[src/design/pfa_pkg.sv]
// ----------------------------------------------------------------------------
// pfa_pkg: shared types and constants of the prime field alu
// Element widths, action codes, sequencer states and the command and result
// structs that pass between the sequencer and the serial modular unit.
// ----------------------------------------------------------------------------
package pfa_pkg;

   localparam int ELEM_W = 16;
   localparam int WORD_W = 32;
   localparam int CNT_W  = 6;
   localparam int ACT_W  = 3;

   // number of operand bits fed to the serial unit per phase
   localparam logic [CNT_W-1:0] CNT_ELEM = CNT_W'(ELEM_W);
   localparam logic [CNT_W-1:0] CNT_SUM  = CNT_W'(ELEM_W + 1);
   localparam logic [CNT_W-1:0] CNT_WORD = CNT_W'(WORD_W);

   localparam logic [ELEM_W-1:0] ELEM_ONE = ELEM_W'(1);
   localparam logic [ELEM_W-1:0] ELEM_TWO = ELEM_W'(2);

   localparam logic [ACT_W-1:0] ACT_ADD  = 3'd0;
   localparam logic [ACT_W-1:0] ACT_MUL  = 3'd1;
   localparam logic [ACT_W-1:0] ACT_NEG  = 3'd2;
   localparam logic [ACT_W-1:0] ACT_MAP  = 3'd3;
   localparam logic [ACT_W-1:0] ACT_ZERO = 3'd4;
   localparam logic [ACT_W-1:0] ACT_INV  = 3'd5;

   typedef enum logic [2:0] {
      ST_IDLE,
      ST_ADD,
      ST_REDX,
      ST_MAP,
      ST_MULT,
      ST_INV_MUL,
      ST_INV_SQR,
      ST_DONE
   } pfa_state_type;

   typedef struct packed {
      logic [WORD_W-1:0] bits;
      logic [CNT_W-1:0]  count;
      logic [ELEM_W-1:0] addend;
   } pfa_cmd_type;

   typedef struct packed {
      logic              done;
      logic [ELEM_W-1:0] value;
   } pfa_res_type;

endpackage

[src/design/pfa_channels.sv]
// ----------------------------------------------------------------------------
// pfa channels: valid/ready interfaces of the prime field alu
// Request, response and register write channels, each with a source and a
// sink modport.
// ----------------------------------------------------------------------------
interface pfa_req_if;
   logic                          valid;
   logic                          ready;
   logic [pfa_pkg::ACT_W-1:0]     action;
   logic [pfa_pkg::ELEM_W-1:0]    x;
   logic [pfa_pkg::ELEM_W-1:0]    y;
   logic signed [pfa_pkg::WORD_W-1:0] n;

   modport source (output valid, action, x, y, n, input ready);
   modport sink   (input valid, action, x, y, n, output ready);
endinterface

interface pfa_rsp_if;
   logic                       valid;
   logic                       ready;
   logic [pfa_pkg::ELEM_W-1:0] value;
   logic                       is_zero;

   modport source (output valid, value, is_zero, input ready);
   modport sink   (input valid, value, is_zero, output ready);
endinterface

interface pfa_csr_if;
   logic                       valid;
   logic                       ready;
   logic [pfa_pkg::ELEM_W-1:0] data;

   modport source (output valid, data, input ready);
   modport sink   (input valid, data, output ready);
endinterface

[src/design/prime_field_alu.sv]
// ----------------------------------------------------------------------------
// prime_field_alu: arithmetic unit for the prime field GF(p)
// Add, multiply, negate, integer mapping, zero test and Fermat inversion,
// all on one bit-serial modular multiply / reduce unit.
// ----------------------------------------------------------------------------
// One request beat is taken at a time and gives one response beat. Every
// operation runs as phases on a single bit-serial modular unit that handles
// one operand bit per cycle. Add reduces x + y; negate and zero test reduce x;
// multiply reduces x, then multiplies y by it; integer mapping reduces the
// magnitude of n; inversion reduces x, then squares and multiplies over p - 2
// from the lsb, multiplying per set bit and squaring per bit below the top.
// The response sits in an output register, so a new request is taken while
// it waits. The modulus register accepts a write in every cycle; values 0 and
// 1 act as 2, and it may only be written while no request is outstanding.
module prime_field_alu (
   input  logic      clock,
   input  logic      reset,
   pfa_req_if.sink   req,
   pfa_rsp_if.source rsp,
   pfa_csr_if.sink   csr
);

   pfa_pkg::pfa_state_type state_ff, state_in;

   logic                         wait_ff;
   logic [pfa_pkg::ELEM_W-1:0]   p_ff;
   logic [pfa_pkg::ACT_W-1:0]    act_ff;
   logic [pfa_pkg::ELEM_W-1:0]   x_ff;
   logic [pfa_pkg::ELEM_W-1:0]   y_ff;
   logic                         neg_ff;
   logic [pfa_pkg::WORD_W-1:0]   mag_ff;
   logic [pfa_pkg::ELEM_W-1:0]   base_ff;
   logic [pfa_pkg::ELEM_W-1:0]   acc_ff;
   logic [pfa_pkg::ELEM_W-1:0]   exp_ff;
   logic [pfa_pkg::ELEM_W-1:0]   res_val_ff;
   logic                         res_zero_ff;
   logic                         rsp_valid_ff;
   logic [pfa_pkg::ELEM_W-1:0]   rsp_value_ff;
   logic                         rsp_zero_ff;

   logic                         req_fire;
   logic                         out_free;
   logic                         mul_fin;
   logic                         u_start;
   pfa_pkg::pfa_cmd_type         u_cmd;
   pfa_pkg::pfa_res_type         u_res;
   logic [pfa_pkg::WORD_W-1:0]   n_bits;
   logic [pfa_pkg::ELEM_W:0]     xy_sum;
   logic [pfa_pkg::ELEM_W-1:0]   p_minus;

   assign n_bits   = req.n;
   assign req_fire = req.valid && req.ready;
   assign out_free = !rsp_valid_ff || rsp.ready;
   assign xy_sum   = {1'b0, x_ff} + {1'b0, y_ff};
   // p minus the unit result, used by negate and negative integer mapping
   assign p_minus  = (u_res.value == '0) ? '0 : (p_ff - u_res.value);
   // an exponent bit that is clear skips the multiply phase
   assign mul_fin  = wait_ff ? u_res.done : !exp_ff[0];

   pfa_mulred u_mulred (
      .clock   (clock),
      .reset   (reset),
      .start   (u_start),
      .cmd     (u_cmd),
      .modulus (p_ff),
      .res     (u_res)
   );

   // next state
   always_comb begin
      state_in = state_ff;
      unique case (state_ff)
         pfa_pkg::ST_IDLE: begin
            if (req_fire) begin
               unique case (req.action)
                  pfa_pkg::ACT_ADD: state_in = pfa_pkg::ST_ADD;
                  pfa_pkg::ACT_MUL,
                  pfa_pkg::ACT_NEG,
                  pfa_pkg::ACT_ZERO,
                  pfa_pkg::ACT_INV: state_in = pfa_pkg::ST_REDX;
                  pfa_pkg::ACT_MAP: state_in = pfa_pkg::ST_MAP;
                  default:          state_in = pfa_pkg::ST_DONE;
               endcase
            end
         end
         pfa_pkg::ST_ADD,
         pfa_pkg::ST_MAP,
         pfa_pkg::ST_MULT: begin
            if (u_res.done) state_in = pfa_pkg::ST_DONE;
         end
         pfa_pkg::ST_REDX: begin
            if (u_res.done) begin
               priority if (act_ff == pfa_pkg::ACT_MUL) begin
                  state_in = pfa_pkg::ST_MULT;
               end else if (act_ff == pfa_pkg::ACT_INV && p_ff != pfa_pkg::ELEM_TWO) begin
                  state_in = pfa_pkg::ST_INV_MUL;
               end else begin
                  state_in = pfa_pkg::ST_DONE;
               end
            end
         end
         pfa_pkg::ST_INV_MUL: begin
            if (mul_fin) begin
               state_in = (exp_ff[pfa_pkg::ELEM_W-1:1] == '0) ? pfa_pkg::ST_DONE
                                                             : pfa_pkg::ST_INV_SQR;
            end
         end
         pfa_pkg::ST_INV_SQR: begin
            if (u_res.done) state_in = pfa_pkg::ST_INV_MUL;
         end
         pfa_pkg::ST_DONE: begin
            if (out_free) state_in = pfa_pkg::ST_IDLE;
         end
         default: state_in = pfa_pkg::ST_IDLE;
      endcase
   end

   // outputs: unit launches and request ready
   always_comb begin
      u_start = 1'b0;
      u_cmd   = '{bits: '0, count: pfa_pkg::CNT_ELEM, addend: pfa_pkg::ELEM_ONE};
      unique case (state_ff)
         pfa_pkg::ST_ADD: begin
            u_start    = !wait_ff;
            u_cmd.bits = {xy_sum, {(pfa_pkg::WORD_W - pfa_pkg::ELEM_W - 1){1'b0}}};
            u_cmd.count = pfa_pkg::CNT_SUM;
         end
         pfa_pkg::ST_REDX: begin
            u_start    = !wait_ff;
            u_cmd.bits = {x_ff, {(pfa_pkg::WORD_W - pfa_pkg::ELEM_W){1'b0}}};
         end
         pfa_pkg::ST_MAP: begin
            u_start     = !wait_ff;
            u_cmd.bits  = mag_ff;
            u_cmd.count = pfa_pkg::CNT_WORD;
         end
         pfa_pkg::ST_MULT: begin
            u_start      = !wait_ff;
            u_cmd.bits   = {y_ff, {(pfa_pkg::WORD_W - pfa_pkg::ELEM_W){1'b0}}};
            u_cmd.addend = base_ff;
         end
         pfa_pkg::ST_INV_MUL: begin
            u_start      = !wait_ff && exp_ff[0];
            u_cmd.bits   = {acc_ff, {(pfa_pkg::WORD_W - pfa_pkg::ELEM_W){1'b0}}};
            u_cmd.addend = base_ff;
         end
         pfa_pkg::ST_INV_SQR: begin
            u_start      = !wait_ff;
            u_cmd.bits   = {base_ff, {(pfa_pkg::WORD_W - pfa_pkg::ELEM_W){1'b0}}};
            u_cmd.addend = base_ff;
         end
         default: u_start = 1'b0;
      endcase
   end

   assign req.ready   = (state_ff == pfa_pkg::ST_IDLE);
   assign csr.ready   = 1'b1;
   assign rsp.valid   = rsp_valid_ff;
   assign rsp.value   = rsp_value_ff;
   assign rsp.is_zero = rsp_zero_ff;

   // control registers
   always_ff @(posedge clock) begin
      if (reset) begin
         state_ff     <= pfa_pkg::ST_IDLE;
         wait_ff      <= 1'b0;
         p_ff         <= pfa_pkg::ELEM_TWO;
         rsp_valid_ff <= 1'b0;
      end else begin
         state_ff <= state_in;
         if (u_start) begin
            wait_ff <= 1'b1;
         end else if (u_res.done) begin
            wait_ff <= 1'b0;
         end
         if (csr.valid && csr.ready) begin
            p_ff <= (csr.data < pfa_pkg::ELEM_TWO) ? pfa_pkg::ELEM_TWO : csr.data;
         end
         if (state_ff == pfa_pkg::ST_DONE && out_free) begin
            rsp_valid_ff <= 1'b1;
         end else if (rsp.ready) begin
            rsp_valid_ff <= 1'b0;
         end
      end
   end

   // datapath registers
   always_ff @(posedge clock) begin
      if (state_ff == pfa_pkg::ST_DONE && out_free) begin
         rsp_value_ff <= res_val_ff;
         rsp_zero_ff  <= res_zero_ff;
      end
      unique case (state_ff)
         pfa_pkg::ST_IDLE: begin
            if (req_fire) begin
               act_ff      <= req.action;
               x_ff        <= req.x;
               y_ff        <= req.y;
               neg_ff      <= n_bits[pfa_pkg::WORD_W-1];
               mag_ff      <= n_bits[pfa_pkg::WORD_W-1] ? (~n_bits + 1'b1) : n_bits;
               res_val_ff  <= '0;
               res_zero_ff <= 1'b0;
            end
         end
         pfa_pkg::ST_ADD,
         pfa_pkg::ST_MULT: begin
            if (u_res.done) res_val_ff <= u_res.value;
         end
         pfa_pkg::ST_MAP: begin
            if (u_res.done) res_val_ff <= neg_ff ? p_minus : u_res.value;
         end
         pfa_pkg::ST_REDX: begin
            if (u_res.done) begin
               unique case (act_ff)
                  pfa_pkg::ACT_MUL: base_ff <= u_res.value;
                  pfa_pkg::ACT_NEG: res_val_ff <= p_minus;
                  pfa_pkg::ACT_ZERO: begin
                     res_val_ff  <= u_res.value;
                     res_zero_ff <= (u_res.value == '0);
                  end
                  pfa_pkg::ACT_INV: begin
                     base_ff    <= u_res.value;
                     acc_ff     <= pfa_pkg::ELEM_ONE;
                     exp_ff     <= p_ff - pfa_pkg::ELEM_TWO;
                     res_val_ff <= pfa_pkg::ELEM_ONE;
                  end
                  default: res_val_ff <= '0;
               endcase
            end
         end
         pfa_pkg::ST_INV_MUL: begin
            if (mul_fin) begin
               if (wait_ff) begin
                  acc_ff     <= u_res.value;
                  res_val_ff <= u_res.value;
               end else begin
                  res_val_ff <= acc_ff;
               end
            end
         end
         pfa_pkg::ST_INV_SQR: begin
            if (u_res.done) begin
               base_ff <= u_res.value;
               exp_ff  <= {1'b0, exp_ff[pfa_pkg::ELEM_W-1:1]};
            end
         end
         default: begin
         end
      endcase
   end

   // a taken request always leaves idle
   a_req_leaves_idle: assert property (@(posedge clock) disable iff (reset)
      req_fire |=> state_ff != pfa_pkg::ST_IDLE)
      else $error("request taken but sequencer stayed idle");

   // no unit phase is outstanding outside the working states
   a_idle_no_wait: assert property (@(posedge clock) disable iff (reset)
      (state_ff == pfa_pkg::ST_IDLE || state_ff == pfa_pkg::ST_DONE) |-> !wait_ff)
      else $error("unit phase outstanding while idle or done");

   // the unit only finishes a phase that the sequencer launched
   a_done_when_waiting: assert property (@(posedge clock) disable iff (reset)
      u_res.done |-> wait_ff)
      else $error("unit finished without a launched phase");

endmodule

[src/design/pfa_mulred.sv]
// ----------------------------------------------------------------------------
// pfa_mulred: bit-serial modular multiply / reduce unit
// Computes (bits * addend) mod p, one bit of bits per cycle from the msb,
// keeping the running remainder below p. With addend one it reduces bits.
// ----------------------------------------------------------------------------
module pfa_mulred (
   input  logic                       clock,
   input  logic                       reset,
   input  logic                       start,
   input  pfa_pkg::pfa_cmd_type       cmd,
   input  logic [pfa_pkg::ELEM_W-1:0] modulus,
   output pfa_pkg::pfa_res_type       res
);

   logic [pfa_pkg::WORD_W-1:0] sh_ff, sh_in;
   logic [pfa_pkg::CNT_W-1:0]  cnt_ff, cnt_in;
   logic [pfa_pkg::ELEM_W-1:0] add_ff, add_in;
   logic [pfa_pkg::ELEM_W-1:0] acc_ff, acc_in;
   logic                       run_ff, run_in;
   logic                       done_ff, done_in;

   logic [pfa_pkg::ELEM_W+1:0] sum;
   logic [pfa_pkg::ELEM_W+2:0] dif1;
   logic [pfa_pkg::ELEM_W+2:0] dif2;
   logic [pfa_pkg::ELEM_W-1:0] step;

   // 2r + a stays below 3p, so at most two subtractions of p
   always_comb begin
      sum  = {1'b0, acc_ff, 1'b0} + {2'b00, (sh_ff[pfa_pkg::WORD_W-1] ? add_ff : '0)};
      dif1 = {1'b0, sum} - {3'b000, modulus};
      dif2 = {1'b0, sum} - {2'b00, modulus, 1'b0};
      priority if (!dif2[pfa_pkg::ELEM_W+2]) begin
         step = dif2[pfa_pkg::ELEM_W-1:0];
      end else if (!dif1[pfa_pkg::ELEM_W+2]) begin
         step = dif1[pfa_pkg::ELEM_W-1:0];
      end else begin
         step = sum[pfa_pkg::ELEM_W-1:0];
      end
   end

   always_comb begin
      sh_in   = sh_ff;
      cnt_in  = cnt_ff;
      add_in  = add_ff;
      acc_in  = acc_ff;
      run_in  = run_ff;
      done_in = 1'b0;
      if (start) begin
         sh_in  = cmd.bits;
         cnt_in = cmd.count;
         add_in = cmd.addend;
         acc_in = '0;
         run_in = 1'b1;
      end else if (run_ff) begin
         sh_in  = {sh_ff[pfa_pkg::WORD_W-2:0], 1'b0};
         cnt_in = cnt_ff - 1'b1;
         acc_in = step;
         if (cnt_ff == pfa_pkg::CNT_W'(1)) begin
            run_in  = 1'b0;
            done_in = 1'b1;
         end
      end
   end

   always_ff @(posedge clock) begin
      if (reset) begin
         run_ff  <= 1'b0;
         done_ff <= 1'b0;
      end else begin
         run_ff  <= run_in;
         done_ff <= done_in;
      end
   end

   always_ff @(posedge clock) begin
      sh_ff  <= sh_in;
      cnt_ff <= cnt_in;
      add_ff <= add_in;
      acc_ff <= acc_in;
   end

   assign res.done  = done_ff;
   assign res.value = acc_ff;

endmodule

[src/flat_wrapper.sv]
// flat-port wrapper written by rule: the top's interface ports become plain ports
module prime_field_alu_flat 
  (clock, reset, req_valid, req_action, req_x, req_y, req_n, req_ready, rsp_valid, rsp_value, rsp_is_zero, rsp_ready, csr_valid, csr_data, csr_ready);
  pfa_req_if req_i ();
  pfa_rsp_if rsp_i ();
  pfa_csr_if csr_i ();
  input  logic clock;
  input  logic reset;
  input wire logic [$bits(req_i.valid)-1:0] req_valid;
  input wire logic [$bits(req_i.action)-1:0] req_action;
  input wire logic [$bits(req_i.x)-1:0] req_x;
  input wire logic [$bits(req_i.y)-1:0] req_y;
  input wire logic [$bits(req_i.n)-1:0] req_n;
  output wire logic [$bits(req_i.ready)-1:0] req_ready;
  output wire logic [$bits(rsp_i.valid)-1:0] rsp_valid;
  output wire logic [$bits(rsp_i.value)-1:0] rsp_value;
  output wire logic [$bits(rsp_i.is_zero)-1:0] rsp_is_zero;
  input wire logic [$bits(rsp_i.ready)-1:0] rsp_ready;
  input wire logic [$bits(csr_i.valid)-1:0] csr_valid;
  input wire logic [$bits(csr_i.data)-1:0] csr_data;
  output wire logic [$bits(csr_i.ready)-1:0] csr_ready;
  assign req_i.valid = req_valid;
  assign req_i.action = req_action;
  assign req_i.x = req_x;
  assign req_i.y = req_y;
  assign req_i.n = req_n;
  assign req_ready = req_i.ready;
  assign rsp_valid = rsp_i.valid;
  assign rsp_value = rsp_i.value;
  assign rsp_is_zero = rsp_i.is_zero;
  assign rsp_i.ready = rsp_ready;
  assign csr_i.valid = csr_valid;
  assign csr_i.data = csr_data;
  assign csr_ready = csr_i.ready;
  prime_field_alu u_core (.clock(clock), .reset(reset), .req(req_i), .rsp(rsp_i), .csr(csr_i));
endmodule
[config.mk]
export PLATFORM = sky130hd
export DESIGN_NAME = prime_field_alu_flat
export DESIGN_NICKNAME = d
export VERILOG_FILES = /design/src/design/pfa_pkg.sv /design/src/design/pfa_channels.sv /design/src/design/prime_field_alu.sv /design/src/design/pfa_mulred.sv /design/src/flat_wrapper.sv
export SDC_FILE = /design/constraint.sdc
export NUM_CORES = 1
export LEC_CHECK = 0
export BUFFER_PORTS_ARGS = -buffer_cell sky130_fd_sc_hd__clkbuf_2
export CAP_MARGIN = 20
export CORE_ASPECT_RATIO = 1.2
export CORE_MARGIN = 4
export CORE_UTILIZATION = 45
export DETAILED_ROUTE_END_ITERATION = 10
export PLACE_DENSITY = 0.59
export SYNTH_ARGS = -nofsm -noshare
export SYNTH_HDL_FRONTEND = slang
export SYNTH_HIERARCHICAL = 1
export SYNTH_SLANG_ARGS = --single-unit
export TNS_END_PERCENT = 100
[constraint.sdc]
create_clock -name clock -period 4.8 [get_ports clock]
set_input_delay 0.48 -clock clock [delete_from_list [all_inputs] [get_ports clock]]
set_output_delay 0.48 -clock clock [all_outputs]
set_load 0.02 [all_outputs]
==> summary.md <==
| Metric | Value |
|---|---|
| Max Transition Viols Final | 0 |
| Global-route wire length before repair | 61,500 µm |
| Sum of routed wire segments on met1 | 16,300 µm |
| TritonCTS clock tree | built |
| CP delay by family, top | simple AND/OR/NAND/NOR gates |
| Mapped Cells | 1,444 |
| Pwr per Cell Area | 765 mW/mm² |
| Starting density of the core | between 40% and 50% |
| Routed vias/inst | 5.65 |
| Initial DRC count | 804 |
| Pre-antenna DRT Iters | 5 |
| Worst-Skew Late Latency | 0.55 ns |
| Fin. Hold Viols | 0 |
| Overall Power | about 0.013 W |
| Peak VDD IR | 475 µV |
| DPL Wire Length | 29,500 µm |
| CP peak stage delay | 0.59 ns |
| Die width | between 150 and 200 µm |
| Die area | approximately 0.036 mm² |
| Met2 wire length | 19,400 µm |
| Buffer and inverter count on the worst path | 1 |
| Worst slew pin tran | 1.05 ns |
| Final worst path period share | 95.9% |
| Distinct cell type count after synthesis | 84 |
| Seq. cell area | 0.00691 mm² |
| Number of global-route vias before repair | 11,401 |
| #FFs+latches synth | 243 |
| Residual DRC count | 0 |
| Synthesized area | 0.0150 mm² |
| Clock tree buffer depth | 3 |
| CTS clk-pin slew, worst paths | 0.07 ns |
| CP required | 5.26 ns |
| Max Clock Freq | between 200 and 250 MHz |
| Layout Skew | 0.0138 ns |
| Antenna Violating Nets Remaining | 0 |
| Layout overhead on the synthesized area | 14.8% |
| TritonCTS Buffers | 26 |
| Worst hold slack | approximately 0.11 ns |
| Inserted Diodes | 0 |
| Fill cell count | 2,950 |
| Final #Nets | approximately 1,700 |
| I/O pins | 108 |
| Initial antenna violation count | 0 |
| WP data arrival | 5.06 ns |
| Status | complete, no violations |
| Post-synth EDFFs | a little over 200 |
| Clk sink count | 243 |
| Placeable core area | about 0.033 mm² |
| CP max FO | 7 |
| Critical Path Source Type | flip-flop |
| Max-Cap Viols | 0 |
| I/O Buffers | 106 |
| Layout cell share with drive strength beyond 1 | 17.2% |
| Final setup violation count | 0 |
| Total GRT Usage | 20.9% |
| Slowest library cell on the worst path | or4_4 |
| GRT overflow | 0 |
| Synth area leaders | edfxtp_1 41%, ha_1 6.9%, dfxtp_1 5.2% |
| Die Ht | 208 µm |
| Largest net degree at the start of global routing | a little over 80 |
| Most used DFF post-synth | edfxtp_1 |
| Seq/Total Area, Yosys | 46.2% |
| Area share of the largest cell type after synthesis | between 40% and 50% |
| WL/cell | ~19 µm |
| Minimum clock period | between 4 and 5 ns |
| HP Class | in2reg |
| Reg-to-reg slack, setup | a little under 0.2 ns |
| Worst Setup End Kind | flip-flop |
| Mean Syn Cell Area | 10.4 µm² |
| Cell taking the most area after synthesis | edfxtp_1 |
| Met3 Wirelength | 1780 µm |
| # H-tree levels | 1 |
| Static Leak | 6.74 nW |
| Gpl congestion | 0.901 |
| Routed WL | 39,300 µm |
| Max Used Layer | met4 |
| Fraction of registers with async set/reset | 0% |
| Vias | between 10,000 and 15,000 |
| Syn. warnings | 6 |
| Root buffer cell | clkbuf_16 |
| # rows | 72 |
| Area of the multi-input gates | about 0.0077 mm² |
| Critical path class | reg2reg |
| Setup total negative slack | 0 ns |
| Worst slew margin | approximately 30% |
| Cell Chain, Critical Path | and2_1 -> ha_1 -> a21o_1 -> a21oi_4 -> a21boi_1 -> buf_4 -> nor2_2 -> ha_2 -> a2111oi_2 -> o21ai_0 -> nand2_1 -> a31oi_1 -> and4_1 -> or4_4 -> or2b_1 -> mux2_2 -> a211oi_1 |
| Hold buffer count at CTS | 0 |
## path summary, 6_finish.rpt
path,endpoint,cells after the start,start
worst max-delay path,u_core/u_mulred/acc_ff[0],17,u_core/u_mulred/sh_ff[31]
worst min-delay path,u_core/x_ff[0],1,req_x[0]
worst max register to register,u_core/u_mulred/acc_ff[0],17,u_core/u_mulred/sh_ff[31]
worst min register to register,u_core/rsp.value[13],0,u_core/res_val_ff[13]
## cell families after synthesis
logic type	share of synthesized area [%]
compound gates	15.5
xor+xnor	5.97
fa+ha+maj	7.61
buf+inv	3.32
flops	46.2
mux	6.89
other cells	0.0502
simple gates	14.5
## cell usage after synthesis (14+ instances only)
master,n
a21o_1,21
mux2i_1,58
nor3_1,22
and3_1,21
and2_1,35
nor4_1,17
xnor2_1,72
nand2b_1,23
inv_1,66
a221oi_1,14
a21oi_1,96
edfxtp_1,204
o21a_1,14
dfxtp_1,39
o21ai_0,75
nor2_1,129
clkbuf_1,45
nand2_1,102
ha_1,83
xor2_1,30
a211oi_1,19
nor2b_1,22
nand3_1,21
mux2_2,40
## layout make-up
cell class	count	share of cell area, %
timing repair buffer	149	5.03
sequential	243	40.2
tap	444	3.23
inverter	68	1.49
clock inverter	22	1.57
multi-input combinational	1078	44.7
clock buffer	26	3.79
## flip-flops by register name, summed over array words and instances (netlist names), 3 cells and up
name,count
u_core/u_mulred/cnt_ff,6
u_core/u_mulred/add_ff,16
u_core/acc_ff,16
u_core/x_ff,16
u_core/u_mulred/sh_ff,32
u_core/y_ff,16
u_core/exp_ff,16
u_core/state_ff,3
u_core/u_mulred/acc_ff,16
u_core/act_ff,3
u_core/rsp.value,16
u_core/p_ff,16
u_core/base_ff,16
u_core/res_val_ff,16
u_core/mag_ff,32
## worst reg2reg max path, cell delays in order, from the launching register on
cell,delay (ns)
edfxtp_1,0.46
and2_1,0.18
ha_1,0.33
a21o_1,0.23
a21oi_4,0.19
a21boi_1,0.08
buf_4,0.15
nor2_2,0.18
ha_2,0.35
a2111oi_2,0.37
o21ai_0,0.16
nand2_1,0.10
a31oi_1,0.12
and4_1,0.25
or4_4,0.59
or2b_1,0.19
mux2_2,0.33
a211oi_1,0.24
## power by group
group | total [W] | leakage, nW | internal (W) | switching, W
clock | 0.00214 | 0.446 | 0.00127 | 0.000870
sequential | 0.00353 | 2.26 | 0.00319 | 0.000331
combinational | 0.00747 | 4.03 | 0.00313 | 0.00434
## layer usage
layer	vias up	global-route usage, %
met5	-	0
met4	0	9.18
met3	79	2.66
met2	299	36.9
met1	5475	25.7
li1	5617	-
## metrics by stage
step	instances	cell area [µm²]	setup slack, ns	utilization, %
floorplan	1446	15000	0.389	-
global placement	1974	16100	0.257	49.5
detailed placement	1974	16100	0.174	49.5
CTS	2022	17000	0.129	52.3
global route	2030	17200	-0.0138	52.8
finish	2030	17200	0.195	52.8
## placed cells by master, fill, tap and decap left out, types with 28 or more instances in the layout
master	instances
a21oi_1	94
edfxtp_1	204
o21ai_0	74
and2_1	34
xnor2_1	71
inv_1	66
mux2_2	40
mux2i_1	58
ha_1	80
nand2_1	102
xor2_1	28
buf_4	41
nor2_1	127
clkbuf_2	106
dfxtp_1	38
## timing repair
action,4_1_cts,5_1_grt
setup endpoints to repair,0,15
gates resized for setup,0,17
buffers inserted,0,5
Power figures use the tool's default switching activity.
